**config.mk**
```make
export PLATFORM = sky130hd
export DESIGN_NAME = mah_front
export DESIGN_NICKNAME = d
export VERILOG_FILES = /design/src/rtl/core/mah_pkg.sv /design/src/rtl/core/mah_front.sv
export VERILOG_INCLUDE_DIRS = /design/src /design/src/rtl/core
export SDC_FILE = /design/constraint.sdc
export NUM_CORES = 1
export LEC_CHECK = 0
export BUFFER_PORTS_ARGS = -buffer_cell sky130_fd_sc_hd__buf_2
export CAP_MARGIN = 5
export CELL_PAD_IN_SITES_DETAIL_PLACEMENT = 1
export CELL_PAD_IN_SITES_GLOBAL_PLACEMENT = 2
export CORE_UTILIZATION = 36
export CTS_BUF_LIST = sky130_fd_sc_hd__clkbuf_2
export CTS_CLUSTER_SIZE = 14
export DETAILED_ROUTE_END_ITERATION = 8
export PLACE_DENSITY = 0.81
export SKIP_LAST_GASP = 1
export SLEW_MARGIN = 20
export SYNTH_ARGS = -nofsm -noshare
export SYNTH_HDL_FRONTEND = slang
export SYNTH_SLANG_ARGS = --single-unit
```
**constraint.sdc**
```tcl
create_clock -name i_clk -period 3.3 [get_ports i_clk]
set_clock_uncertainty 0.15 [all_clocks]
set_input_delay 0.33 -clock i_clk [delete_from_list [all_inputs] [get_ports i_clk]]
set_output_delay 0.33 -clock i_clk [all_outputs]
set_load 0.01 [all_outputs]
```
**src/rtl/core/magnetometer_autocal_heading_top_macros.svh**
```systemverilog
// Assertion helpers shared by the RTL modules
`ifndef MAGNETOMETER_AUTOCAL_HEADING_TOP_MACROS_SVH
`define MAGNETOMETER_AUTOCAL_HEADING_TOP_MACROS_SVH

// implication checked on every clock, off during reset
`define MAH_ASSERT_IMP(lbl, ante, cons) \
    lbl: assert property (@(posedge i_clk) disable iff (!i_rst_n) (ante) |-> (cons)) \
        else $error("assertion failed");

// next-cycle implication, off during reset
`define MAH_ASSERT_NEXT(lbl, ante, cons) \
    lbl: assert property (@(posedge i_clk) disable iff (!i_rst_n) (ante) |=> (cons)) \
        else $error("assertion failed");

`endif

```
**src/rtl/core/mah_pkg.sv**
```systemverilog
`default_nettype none
package mah_pkg;
    localparam int HistDepth   = 8;
    localparam int CordicSteps = 16;
    localparam int HistAw      = (HistDepth > 1) ? $clog2(HistDepth) : 1;
    localparam int FillW       = $clog2(HistDepth + 1);
    localparam int SumW        = 20 + $clog2(HistDepth) + 1;
    localparam int AtanN       = 24;
    localparam int NSteps      = (CordicSteps < AtanN) ? CordicSteps : AtanN;
    localparam int StepW       = $clog2(AtanN + 1);
    localparam int AngW        = 28;
    localparam int CordW       = 40;
    localparam logic signed [AngW-1:0] FullTurn = 28'sd23592960;
    localparam logic signed [AngW-1:0] HalfTurn = 28'sd11796480;
    localparam logic [14:0] HeadWrap = 15'd23040;

    localparam logic [2:0] RegMinX = 3'd0;
    localparam logic [2:0] RegMaxX = 3'd1;
    localparam logic [2:0] RegMinY = 3'd2;
    localparam logic [2:0] RegMaxY = 3'd3;
    localparam logic [2:0] RegMinZ = 3'd4;
    localparam logic [2:0] RegMaxZ = 3'd5;

    typedef struct packed {
        logic signed [15:0] x;
        logic signed [15:0] y;
        logic signed [15:0] z;
    } t_sample;

    typedef struct packed {
        logic signed [19:0] ax;
        logic signed [19:0] ay;
        logic signed [19:0] az;
        logic [14:0]        hd;
    } t_result;

    typedef enum logic [3:0] {
        ST_IDLE, ST_BOUND, ST_MEAN, ST_MULA, ST_MULB, ST_DIV, ST_DIVEND,
        ST_HIST, ST_AVG, ST_AVGEND, ST_CORD, ST_CEND, ST_OUT
    } t_state;

    function automatic logic signed [AngW-1:0] atan_of(input logic [StepW-1:0] i);
        logic signed [AngW-1:0] v;
        case (i)
            5'd0: v = 28'sd2949120;   5'd1: v = 28'sd1740967;
            5'd2: v = 28'sd919879;    5'd3: v = 28'sd466945;
            5'd4: v = 28'sd234379;    5'd5: v = 28'sd117304;
            5'd6: v = 28'sd58666;     5'd7: v = 28'sd29335;
            5'd8: v = 28'sd14668;     5'd9: v = 28'sd7334;
            5'd10: v = 28'sd3667;     5'd11: v = 28'sd1833;
            5'd12: v = 28'sd917;      5'd13: v = 28'sd458;
            5'd14: v = 28'sd229;      5'd15: v = 28'sd115;
            5'd16: v = 28'sd57;       5'd17: v = 28'sd29;
            5'd18: v = 28'sd14;       5'd19: v = 28'sd7;
            5'd20: v = 28'sd4;        5'd21: v = 28'sd2;
            5'd22: v = 28'sd1;        default: v = '0;
        endcase
        return v;
    endfunction
endpackage
`default_nettype wire

```
**src/rtl/core/mah_front.sv**
```systemverilog
`default_nettype none
// Front end: takes samples and holds them in a two-entry queue
module mah_front (
    input  wire logic            i_clk,
    input  wire logic            i_rst_n,
    input  wire logic            i_valid,
    output logic                 o_ready,
    input  wire mah_pkg::t_sample i_data,
    output logic                 o_valid,
    input  wire logic            i_ready,
    output mah_pkg::t_sample     o_data
);
    mah_pkg::t_sample r_q [2];
    logic [0:0] r_wp, r_rp;
    logic [1:0] r_cnt;
    logic w_push, w_pop;

    assign o_ready = (r_cnt != 2'd2);
    assign o_valid = (r_cnt != 2'd0);
    assign o_data  = r_q[r_rp];
    assign w_push  = i_valid && o_ready;
    assign w_pop   = o_valid && i_ready;

    // queue storage and pointers
    always_ff @(posedge i_clk) begin
        if (w_push) r_q[r_wp] <= i_data;
        if (!i_rst_n) begin
            r_wp <= '0; r_rp <= '0; r_cnt <= '0;
        end else begin
            if (w_push) r_wp <= ~r_wp;
            if (w_pop)  r_rp <= ~r_rp;
            r_cnt <= r_cnt + {1'b0, w_push} - {1'b0, w_pop};
        end
    end

`include "magnetometer_autocal_heading_top_macros.svh"
    `MAH_ASSERT_IMP(a_cnt_range, 1'b1, r_cnt <= 2'd2)
    `MAH_ASSERT_NEXT(a_push_only, w_push && !w_pop, r_cnt == $past(r_cnt) + 2'd1)
    `MAH_ASSERT_IMP(a_ptr_match, r_cnt == 2'd0 || r_cnt == 2'd2, r_wp == r_rp)
endmodule
`default_nettype wire

```
# ---- Word-level counts from Yosys, hierarchy flattened
# Memories as Yosys holds them, arrays and structs flattened. A register that Yosys moved wholly into a read port is not among the register bits.
# Index checks and enable logic that the tools add are counted.
dict set report op_classes {
  add_sub_neg 2
  n_eq_ne 1
  mux 4
  bitwise 2
  n_reduce_logical 3
}
# operator count
set op_table {}
lappend op_table {{$mux W1} 4}
lappend op_table {{$add A2 B1 Y2} 1}
lappend op_table {{$logic_and A1 B1 Y1} 2}
lappend op_table {{$ne A2 B2 Y1 const B} 1}
lappend op_table {{$not A1 Y1} 2}
lappend op_table {{$reduce_bool A2 Y1} 1}
lappend op_table {{$sub A2 B1 Y2} 1}
dict set report word_totals {
  ff_bits 4
  ram_bits 96
  input_bits 52
  out_inout_bits 50
  wordCells 16
  memories 1
}
# name words word_bits read_ports rd_ports_with_merged_regs write_ports line_no
set memory_table {}
lappend memory_table {r_q 2 48 1 1 1 mah_front.sv:13} ;# mah_pkg::t_sample r_q [2];

# ---- Longest topological paths before layout
# Gate-level depths: netlist (run 1).
dict set report depth {
  word_depth 4
  depth_mapped 8
  ltp_nobuf 8
}

# ---- Worst setup path after synthesis (run 1)
# No wires, ideal clock.
dict set report synth_path {
  path_type {register -> register}
  from {reg r_cnt[0]}
  to {mem r_q[0][0] (netlist bit) (enable)}
  setup_ns 0.454
  arrival_time_ns 2.672
  required_ns 2.696
  setup_slack_ns 0.024
  path_stages_with_launch 4
  path_buffers 0
  synth_period_minus_slack_ns 3.276
  path_cell_list {dfxtp_1 > nand2b_1 > nand2_1 > nor2_1}
}
dict set report synth_between {
  elab_chain_cells 4
}
# element line_no
set synth_rtl {}
lappend synth_rtl {{start: declaration} mah_front.sv:15} ;# logic [1:0] r_cnt;
lappend synth_rtl {{start signal: assignment} mah_front.sv:32} ;# r_cnt <= r_cnt + {1'b0, w_push} - {1'b0, w_pop};
lappend synth_rtl {{$ne A2 B2 Y1} mah_front.sv:18} ;# assign o_ready = (r_cnt != 2'd2);
lappend synth_rtl {{net o_ready} mah_front.sv:7} ;# output logic o_ready,
lappend synth_rtl {{$logic_and A1 B1 Y1} mah_front.sv:21} ;# assign w_push = i_valid && o_ready;
lappend synth_rtl {{$mux W1} mah_front.sv:26} ;# if (w_push) r_q[r_wp] <= i_data;
lappend synth_rtl {{$mux W1 (implied by the code)} mah_front.sv:26}
lappend synth_rtl {{end: declaration} mah_front.sv:13}
# The timed path passes the listed nets, and every way through them passes these cells.

==> results of run 1 <==
## stage by stage
stage               total power, W   util  setup WS [ns]
finish                     0.00309  0.494          0.729
CTS                        0.00315  0.494          0.631
global placement           0.00258  0.436           1.29
floorplan                  0.00229      -         0.0242
detailed placement         0.00261  0.436           1.24
global route               0.00326  0.494          0.543
## report_power, final
part           leakage (nW)  internal, W  switching [W]
Clock                0.0516    0.0000988       0.000393
Combinational         0.941     0.000483       0.000428
Sequential            0.939      0.00161      0.0000815
Total                  1.93      0.00219       0.000902
## what timing repair did
item                                   in CTS  in global routing
endpoints found under the hold margin     101                  0
setup buffers                               0                  0
hold buffers                               50                  0
## worst max path at each step
stage,from,end,slack [ns],cells after the start
final,flip-flop,o_data[3],0.73,3
after global routing,flip-flop,o_data[12],0.54,3
after CTS,flip-flop,o_data[12],0.63,3
after detailed placement,r_cnt[0]$_SDFF_PN0_,r_q[1][24]$_DFFE_PP_,1.24,3
after global placement,r_cnt[0]$_SDFF_PN0_,r_q[1][37]$_DFFE_PP_,1.29,3
after floorplan,r_cnt[0]$_SDFF_PN0_,r_q[0][0]$_DFFE_PP_,0.02,3
## kinds of logic after synthesis
group / Yosys count
AOI/OAI and AO/OA: 1
muxes: 49
DFF: 101
xor gates and xnor gates: 3
adders and majority gates: 2
and+or+nand+nor: 11
buffers and inverters: 6
## critical path: cells and delay by family, from the launching register on
family,cells,cell delay (ns)
mux,1,0.38
buf+inv,2,0.44
flops,1,0.73
## routing by layer
metal	GRT usage	wire length, µm
met5	0	0
met4	0.0673	123
met3	0.0370	396
met2	0.250	3700
met1	0.156	2960
## flip-flops by register name (all words and copies together) (netlist names), named ones only
register / count
r_q: 96
r_cnt: 2
r_rp: 1
r_wp: 1
## cell type report
class	instances	area (µm²)	area share
multi-input cells	66	754	0.149
well taps	136	170	0.0337
inverters	1	3.75	0.000743
clock inverters	6	40.0	0.00793
clock buffers	10	50.0	0.00991
flip-flops and latches	101	2980	0.591
repair buffers	155	1050	0.208
## layout by cell type (no fill, tap or decap)
cell type and instances:
nor2b_1 2, clkinvlp_4 3, xnor2_1 3, and3_2 1, clkinv_2 1, buf_12 1, inv_1 1, mux2_2 28
dfxtp_1 4, nand2b_1 2, buf_4 3, edfxtp_1 96, dfxtp_2 1, clkinv_1 1, o21a_1 1, clkinv_4 1
nor2_4 1, or2_2 1, mux2_4 20, nand2_1 2, buf_2 101, ha_1 2, mux2i_1 1, dlygate4sd3_1 50
and2_1 2, clkbuf_2 10
==> run summary, run 1 <==
root buf cell -> clkbuf_2
total gr overflow -> 0
synth cell count leaders -> 96 x edfxtp_1, 28 x mux2_2, 20 x mux2_4, 5 x dfxtp_1
Yosys top cell by area -> edfxtp_1
post-DP HPWL -> 4.51 mm
CTS Buf Count -> 9
routed vias -> 2091
leakage dissipation -> 1.93 nW
Synth Area in XOR/XNOR -> 0.00696
Max stage delay cell, worst path -> dfxtp_2
Final Hold Vio Count -> 0
Net Count, Synth -> 227
FP Rows -> 37
initial antenna violation count -> 0
Max H-tree Level -> 3
Area contributors post-synth -> edfxtp_1 76%, mux2_2 8.3%, mux2_4 8.0%, dfxtp_1 2.7%, buf_6 0.89%
first-pass GRT wire length -> 11.6 mm
EDFF count, synth -> 96
Tcrit/Tclk final -> 0.779
Crit Path Class -> flip-flop to output pin
Initial Util -> 0.369
post-synthesis register bit count -> 101
die width -> 104 µm
Hold WC Path Type -> input pin to flip-flop
drt first pass iters -> 4
layout cells sized above 1 -> 0.507
DR WL/cell -> 15.1 µm
Synth Area in Compound Gates -> 0.00199
worst hold path depth -> 4
CTS resizes -> 0
ys async rst share -> 0
CP arrival -> 2.09 ns
synthesis warning total -> 0
Main synth FF type -> edfxtp_1
Hold Path Origin -> i_ready
Setup crit start kind -> flip-flop
Setup Viol. Count Final -> 0
largest net degree at the start of global routing -> 32
count of cell types in the netlist -> 18
Post-DP Area -> 0.00446 mm²
share of the synthesized area in the top cell type -> 0.763
Register-to-Register Path Depth -> 3
core footprint -> 0.0102 mm²
Clock Path Buffers -> 2
Final Instance Area -> 0.00505 mm²
PD cells -> 612 mW/mm²
crit-path cells -> buf_12 > mux2_2 > buf_2
max_slew headroom -> 0.640
most common cell in the synthesized netlist -> edfxtp_1
post-synthesis adder-cell area fraction -> 0.00663
max incr delay on CP -> 0.73 ns
worst r2r src -> r_cnt[0]$_SDFF_PN0_
min Tclk post-route -> 2.57 ns
Worst Hold Slack -> 0.0992 ns
dpl cells -> 409
Die Area -> 0.0109 mm²
# diodes -> 0
number of global-route vias before repair -> 2355
Die Span Y -> 104 µm
nets@finish -> 388
DRC -> 0
drt total wl -> 7.18 mm
fin. max-slew vios -> 0
post-route ant nets -> 0
Reg clk slew, reported paths -> 0.23 ns
simple-gate share of the synthesized area -> 0.0162
clock latency on the worst-skew pair -> 0.53 ns
R2R Path End -> r_q[1][20]$_DFFE_PP_
post-route insts no fill -> 475
register area share after synthesis -> 0.790
CP Capture Type -> output pin
outcome -> finished, final reports clean
Buffers on Ports -> 101
Post-Synthesis Cell Area -> 0.00378 mm²
post-synthesis mux area share -> 0.166
maximum VDD drop -> 233 µV
synthesized area per cell -> 21.8 µm²
largest family of logic cells by synthesized area -> multiplexers
# IOs -> 102
Total GRT Usage -> 0.141
P&R area growth vs syn -> 33.8%
setup tns final -> 0 ns
RSZ-0062 raised after global routing -> false
initial drt markers -> 69
Max Fclk -> 389 MHz
max_cap viols -> 0
critical path peak fanout -> 31
TritonCTS clock tree -> yes
Filler Cells Inserted -> 995
Tightest Pin Transition -> 0.540 ns
clk sink count -> 101
Gate Count Post-Synth -> 173
CP Data Required Time -> 2.82 ns
Vias per Instance -> 4.40
internal reg-to-reg setup slack -> 1.29 ns
Final Wtd Congestion -> 0.666
(Power assumes the default switching activity.)
==> inputs of run 2 (changes only) <==
==> constraint.sdc (replaced) <==
create_clock -name i_clk -period 2.1 [get_ports i_clk]
set_clock_uncertainty 0.15 [all_clocks]
set_input_delay 0.21 -clock i_clk [delete_from_list [all_inputs] [get_ports i_clk]]
set_output_delay 0.21 -clock i_clk [all_outputs]
set_load 0.01 [all_outputs]
==> run 2 against run 1 <==
Utilization is 0.82 points higher. Flip-flop and latch count stayed put. Combinational power is 68% higher. Largest cell class unchanged. Non-clock buffer count is 2 higher.
==> run summary, run 2 (synthesized netlist as in run 1, its figures left out) <==
outcome -> finished, final reports clean
layout cells sized above 1 -> 0.504 (-0.00298)
Setup crit start kind -> flip-flop
initial drt markers -> 31 (-55%)
TritonCTS clock tree -> yes
worst r2r src -> r_cnt[0]$_SDFF_PN0_
Filler Cells Inserted -> 1009 (+1.4%)
initial antenna violation count -> 0 (unchanged)
number of global-route vias before repair -> 2271 (-3.6%)
most frequent cells in the layout -> 101 x buf_2, 96 x edfxtp_1, 52 x dlygate4sd3_1
Buffers on Ports -> 101 (unchanged)
Tcrit/Tclk final -> 0.950
max_slew headroom -> 0.808 (+0.168)
Post-DP Area -> 0.00447 mm² (+0.28%)
largest net degree at the start of global routing -> 49 (+53%)
commonest non-fill, non-tap cell in the layout -> buf_2
Total GRT Usage -> 0.130 (-0.0109)
met2 Track Usage GR -> 0.243 (-0.00662)
Initial Util -> 0.369 (unchanged)
drt first pass iters -> 4 (unchanged)
Post-CTS Setup Bufs -> 0 (unchanged)
Crit Path Class -> flip-flop to output pin
FP Rows -> 37 (unchanged)
largest register by flop count -> r_q
Die Area -> 0.0109 mm² (unchanged)
DRC -> 0 (unchanged)
maximum VDD drop -> 531 µV (+130%)
Max H-tree Level -> 3 (unchanged)
post-place setup slack -> 0.230 ns (-1.01 ns)
worst setup margin -> 0.104 ns (-0.624 ns)
leakage dissipation -> 1.97 nW (+2.0%)
Reg clk slew, reported paths -> 0.27 ns (+0.04 ns)
post-route ant nets -> 0 (unchanged)
max FFs per register -> 96 (unchanged)
root buf cell -> clkbuf_2
clock latency on the worst-skew pair -> 0.52 ns (about the same)
internal reg-to-reg setup slack -> 0.20 ns (-1.09 ns)
fin. max-slew vios -> 0 (unchanged)
Final Wtd Congestion -> 0.634 (-4.9%)
total gr overflow -> 0 (unchanged)
Vias per Instance -> 4.39 (-0.37%)
clk sink count -> 101 (unchanged)
CTS Buf Count -> 9 (unchanged)
Final Instance Area -> 0.00513 mm² (+1.7%)
post-DP HPWL -> 4.05 mm (-10%)
drt total wl -> 6.83 mm (-4.9%)
Final Hold Vio Count -> 0 (unchanged)
first-pass GRT wire length -> 10.6 mm (-8.2%)
Setup Viol. Count Final -> 0 (unchanged)
CP endpoint -> o_data[15]
# diodes -> 0 (unchanged)
nets@finish -> 390 (+0.52%)
P&R area growth vs syn -> 36.0%
core footprint -> 0.0102 mm² (unchanged)
Clock Path Buffers -> 2 (unchanged)
Hold WC Path Type -> input pin to flip-flop
critical path peak fanout -> 26 (-16%)
Top Usage Layer GRT -> met2
Tightest Pin Transition -> 0.288 ns (-0.252 ns)
setup tns final -> 0 ns (unchanged)
Max Fclk -> 501 MHz
registers with the most flip-flops -> r_q (96), r_cnt (2)
max_cap viols -> 0 (unchanged)
min Tclk post-route -> 2.00 ns
RSZ-0062 raised after global routing -> true
Register-to-Register Path Depth -> 8 (+5)
PD cells -> 980 mW/mm² (+60%)
DR WL/cell -> 14.3 µm (-5.3%)
multi-input combinational cell area -> 754 µm² (unchanged)
routed vias -> 2092 (+0.048%)
die width -> 104 µm (unchanged)
R2R Path End -> r_cnt[1]$_SDFF_PN0_
CP Capture Type -> output pin
met3 GRT Util -> 0.0376 (+0.000627)
CP Data Required Time -> 1.74 ns (-1.08 ns)
register area -> 0.00299 mm² (about the same)
# IOs -> 102 (unchanged)
Die Span Y -> 104 µm (unchanged)
met1 layer usage reported by global route -> 0.135 (-0.0214)
CP arrival -> 1.64 ns (-0.45 ns)
-- run 2: how the worst min path moves through the flow --
stage | start | to | cells after the start
floorplan | i_data[0] | r_q[0][0]$_DFFE_PP_ | 0
global placement | i_data[9] | r_q[0][9]$_DFFE_PP_ | 1
detailed placement | i_data[9] | r_q[0][9]$_DFFE_PP_ | 1
CTS | i_data[19] | r_q[0][19]$_DFFE_PP_ | 2
global route | i_data[43] | r_q[0][43]$_DFFE_PP_ | 2
finish | i_data[44] | r_q[0][44]$_DFFE_PP_ | 2
-- run 2: area by class of cell --
type	count	share of cell area
Clock inverter	6	0.0124
Multi-Input combinational cell	66	0.147
Sequential cell	101	0.582
Tap cell	136	0.0331
Inverter	1	0.000731
Timing Repair Buffer	157	0.215
Clock buffer	10	0.00975
-- run 2: stage by stage --
stage	util	hold WS, ns	power (W)	cells
after global placement	0.437	0.247	0.00406	409
after CTS	0.501	0.141	0.00510	477
after global routing	0.502	0.142	0.00528	477
after detailed placement	0.437	0.252	0.00409	409
final	0.502	0.218	0.00503	477
after floorplan	-	0.159	0.00359	173
-- run 2: where the power goes --
group          switching, W  internal [W]
Clock              0.000611      0.000278
Sequential        0.0000855       0.00253
Combinational      0.000720      0.000807
Total               0.00142       0.00361
-- run 2: critical path, stage by stage (launching register included) --
cell and delay, ns:
dfxtp_4 0.42, buf_12 0.20, mux2_2 0.36, buf_2 0.14
-- run 2: per-layer routing --
metal | wire (µm) | share of wire | vias to the layer above
li1 | - | - | 999
met1 | 2740 | 0.40 | 1024
met5 | 0 | 0 | -
met2 | 3700 | 0.54 | 63
met3 | 329 | 0.048 | 6
met4 | 63 | 0.0092 | 0
-- run 2: what timing repair did --
action                     4_1_cts  5_1_grt
cloned                           0        0
hold endpoints to repair       101        0
gates resized for setup          4        3
setup endpoints to repair       48       48
hold buffers                    52        0
==> inputs of run 3 (changes only) <==
--- a/config.mk
+++ b/config.mk
@@ -8,12 +8,11 @@
 export LEC_CHECK = 0
 export BUFFER_PORTS_ARGS = -buffer_cell sky130_fd_sc_hd__buf_2
 export CAP_MARGIN = 5
-export CELL_PAD_IN_SITES_DETAIL_PLACEMENT = 1
-export CELL_PAD_IN_SITES_GLOBAL_PLACEMENT = 2
-export CORE_UTILIZATION = 36
+export CORE_UTILIZATION = 49
 export CTS_BUF_LIST = sky130_fd_sc_hd__clkbuf_2
 export CTS_CLUSTER_SIZE = 14
 export DETAILED_ROUTE_END_ITERATION = 8
+export HOLD_SLACK_MARGIN = 0.06
 export PLACE_DENSITY = 0.81
 export SKIP_LAST_GASP = 1
 export SLEW_MARGIN = 20
==> run 3 against run 2 <==
Via count rose by 0.72%. Non-clock buffer count rose by 2. Die area fell by 26%. Largest power group unchanged. Largest cell class unchanged. Cell count fell by 7.5%. Critical endpoint is now o_data[10]. Utilization rose by 18 points. Critical path depth did not move.
==> run summary, run 3 (synthesized netlist as in run 1, its figures left out) <==
outcome -> finished, final reports clean
CP Data Required Time -> 1.74 ns (about the same)
min Tclk post-route -> 2.04 ns (+0.0421 ns)
register area -> 0.00299 mm² (unchanged)
Die Area -> 0.00806 mm² (-26%)
Final Wtd Congestion -> 0.660 (+4.2%)
Clock Path Buffers -> 2 (unchanged)
max incr delay on CP -> 0.43 ns (about the same)
Initial Util -> 0.512 (+0.143)
post-route insts no fill -> 441 (-7.5%)
Crit path max-delay family -> flip-flops
# diodes -> 0 (unchanged)
CP Capture Type -> output pin
initial antenna violation count -> 0 (unchanged)
dpl cells -> 374 (-8.6%)
initial drt markers -> 57 (+84%)
max_slew headroom -> 0.771 (-0.0371)
CTS Buf Count -> 9 (unchanged)
commonest non-fill, non-tap cell in the layout -> buf_2
max_cap viols -> 0 (unchanged)
largest register by flop count -> r_q
nets@finish -> 392 (+0.51%)
maximum VDD drop -> 615 µV (+16%)
Setup crit start kind -> flip-flop
most frequent cells in the layout -> 101 x buf_2, 96 x edfxtp_1, 52 x dlygate4sd3_1
root buf cell -> clkbuf_2
Tightest Pin Transition -> 0.344 ns (+0.0556 ns)
post-route ant nets -> 0 (unchanged)
setup tns final -> 0 ns (unchanged)
TritonCTS clock tree -> yes
layout cells sized above 1 -> 0.509 (+0.00437)
largest net degree at the start of global routing -> 28 (-43%)
die width -> 89.8 µm (-14%)
Reg clk slew, reported paths -> 0.27 ns (about the same)
CP arrival -> 1.68 ns (+0.04 ns)
Critical path buffers and inverters -> 2 (unchanged)
multi-input combinational cell area -> 754 µm² (unchanged)
P&R area growth vs syn -> 33.8%
number of global-route vias before repair -> 2219 (-2.3%)
Die Span Y -> 89.8 µm (-14%)
routed vias -> 2107 (+0.72%)
drt total wl -> 6.42 mm (-6.0%)
first-pass GRT wire length -> 10.0 mm (-5.6%)
core footprint -> 0.00737 mm² (-28%)
total power after layout -> 0.00488 W (-2.9%)
Filler Cells Inserted -> 502 (-50%)
Hold WC Path Type -> input pin to flip-flop
clock latency on the worst-skew pair -> 0.51 ns (about the same)
Max stage delay cell, worst path -> dfxtp_4
total gr overflow -> 0 (unchanged)
critical path peak fanout -> 27 (+3.8%)
Buffers on Ports -> 101 (unchanged)
clk sink count -> 101 (unchanged)
DR WL/cell -> 14.6 µm (+1.7%)
crit-path cells -> buf_12 > mux2_2 > buf_2
PD cells -> 967 mW/mm² (-1.3%)
# IOs -> 102 (unchanged)
Max Fclk -> 491 MHz (-2.1%)
FP Rows -> 31 (-16%)
RSZ-0062 raised after global routing -> true
registers with the most flip-flops -> r_q (96), r_cnt (2)
Tcrit/Tclk final -> 0.970 (+0.0201)
Total GRT Usage -> 0.164 (+0.0338)
DRC -> 0 (unchanged)
Max H-tree Level -> 3 (unchanged)
Final Hold Vio Count -> 0 (unchanged)
Setup Viol. Count Final -> 0 (unchanged)
leakage dissipation -> 1.96 nW (-0.42%)
fin. max-slew vios -> 0 (unchanged)
max FFs per register -> 96 (unchanged)
post-DP HPWL -> 3.91 mm (-3.4%)
drt first pass iters -> 6 (+2)
Crit Path Class -> flip-flop to output pin
Vias per Instance -> 4.78 (+8.9%)
run 3: cell types whose count changed in the layout (fill, tap and decap cells not counted), sizes merged:
cell | previous run | this run
bufinv | 1 | 0
inv | 1 | 4
clkbuf | 10 | 9
buf | 105 | 107
clkinv | 4 | 2
run 3: cell type report:
class / instances / share of cell area
Clock buffer: 9 / 0.00892
Clock inverter: 6 / 0.00941
Inverter: 1 / 0.000743
Multi-Input combinational cell: 66 / 0.149
Sequential cell: 101 / 0.591
Tap cell: 99 / 0.0245
Timing Repair Buffer: 159 / 0.216
run 3: stage by stage:
step	setup slack, ns	util	hold slack [ns]	area [µm²]
detailed placement	0.180	0.601	0.251	4430
CTS	-0.00383	0.685	0.175	5050
global route	-0.0435	0.686	0.173	5050
finish	0.0622	0.686	0.225	5050
global placement	0.333	0.601	0.247	4430
floorplan	0.138	-	0.159	3780
run 3: layer usage:
layer,vias up,share of wire,track usage
met5,-,0,0
met4,0,0.026,0.0806
met3,16,0.051,0.0415
met2,84,0.53,0.297
met1,1002,0.40,0.177
li1,1005,-,-
run 3: worst reg2reg max path, delay by kind of cell, from the launching register on:
kind          cells  cell delay [ns]
fa+ha+maj         2             0.50
buf+inv           1             0.04
simple gates      3             0.46
xor+xnor          2             0.33
flops             1             0.42
run 3: worst paths after layout:
kind	start	endpoint	slack [ns]	cells after the start
max	flip-flop	o_data[10]	0.06	3
min	i_data[42]	r_q[1][42]$_DFFE_PP_	0.23	2
max reg2reg	r_cnt[0]$_SDFF_PN0_	r_cnt[1]$_SDFF_PN0_	0.18	8
min reg2reg	r_wp$_SDFFE_PN0N_	r_wp$_SDFFE_PN0N_	0.39	2
run 3: report_power, final:
group | internal [W] | total (W) | switching, W
Combinational | 0.000788 | 0.00149 | 0.000703
Clock | 0.000164 | 0.000781 | 0.000617
Sequential | 0.00253 | 0.00261 | 0.0000843
Total | 0.00348 | 0.00488 | 0.00140
run 3: what timing repair did:
item,CTS,global route
endpoints found under the setup margin,21,30
setup buffers,0,0
hold buffers,52,0
resized for setup,1,2
endpoints found under the hold margin,101,0
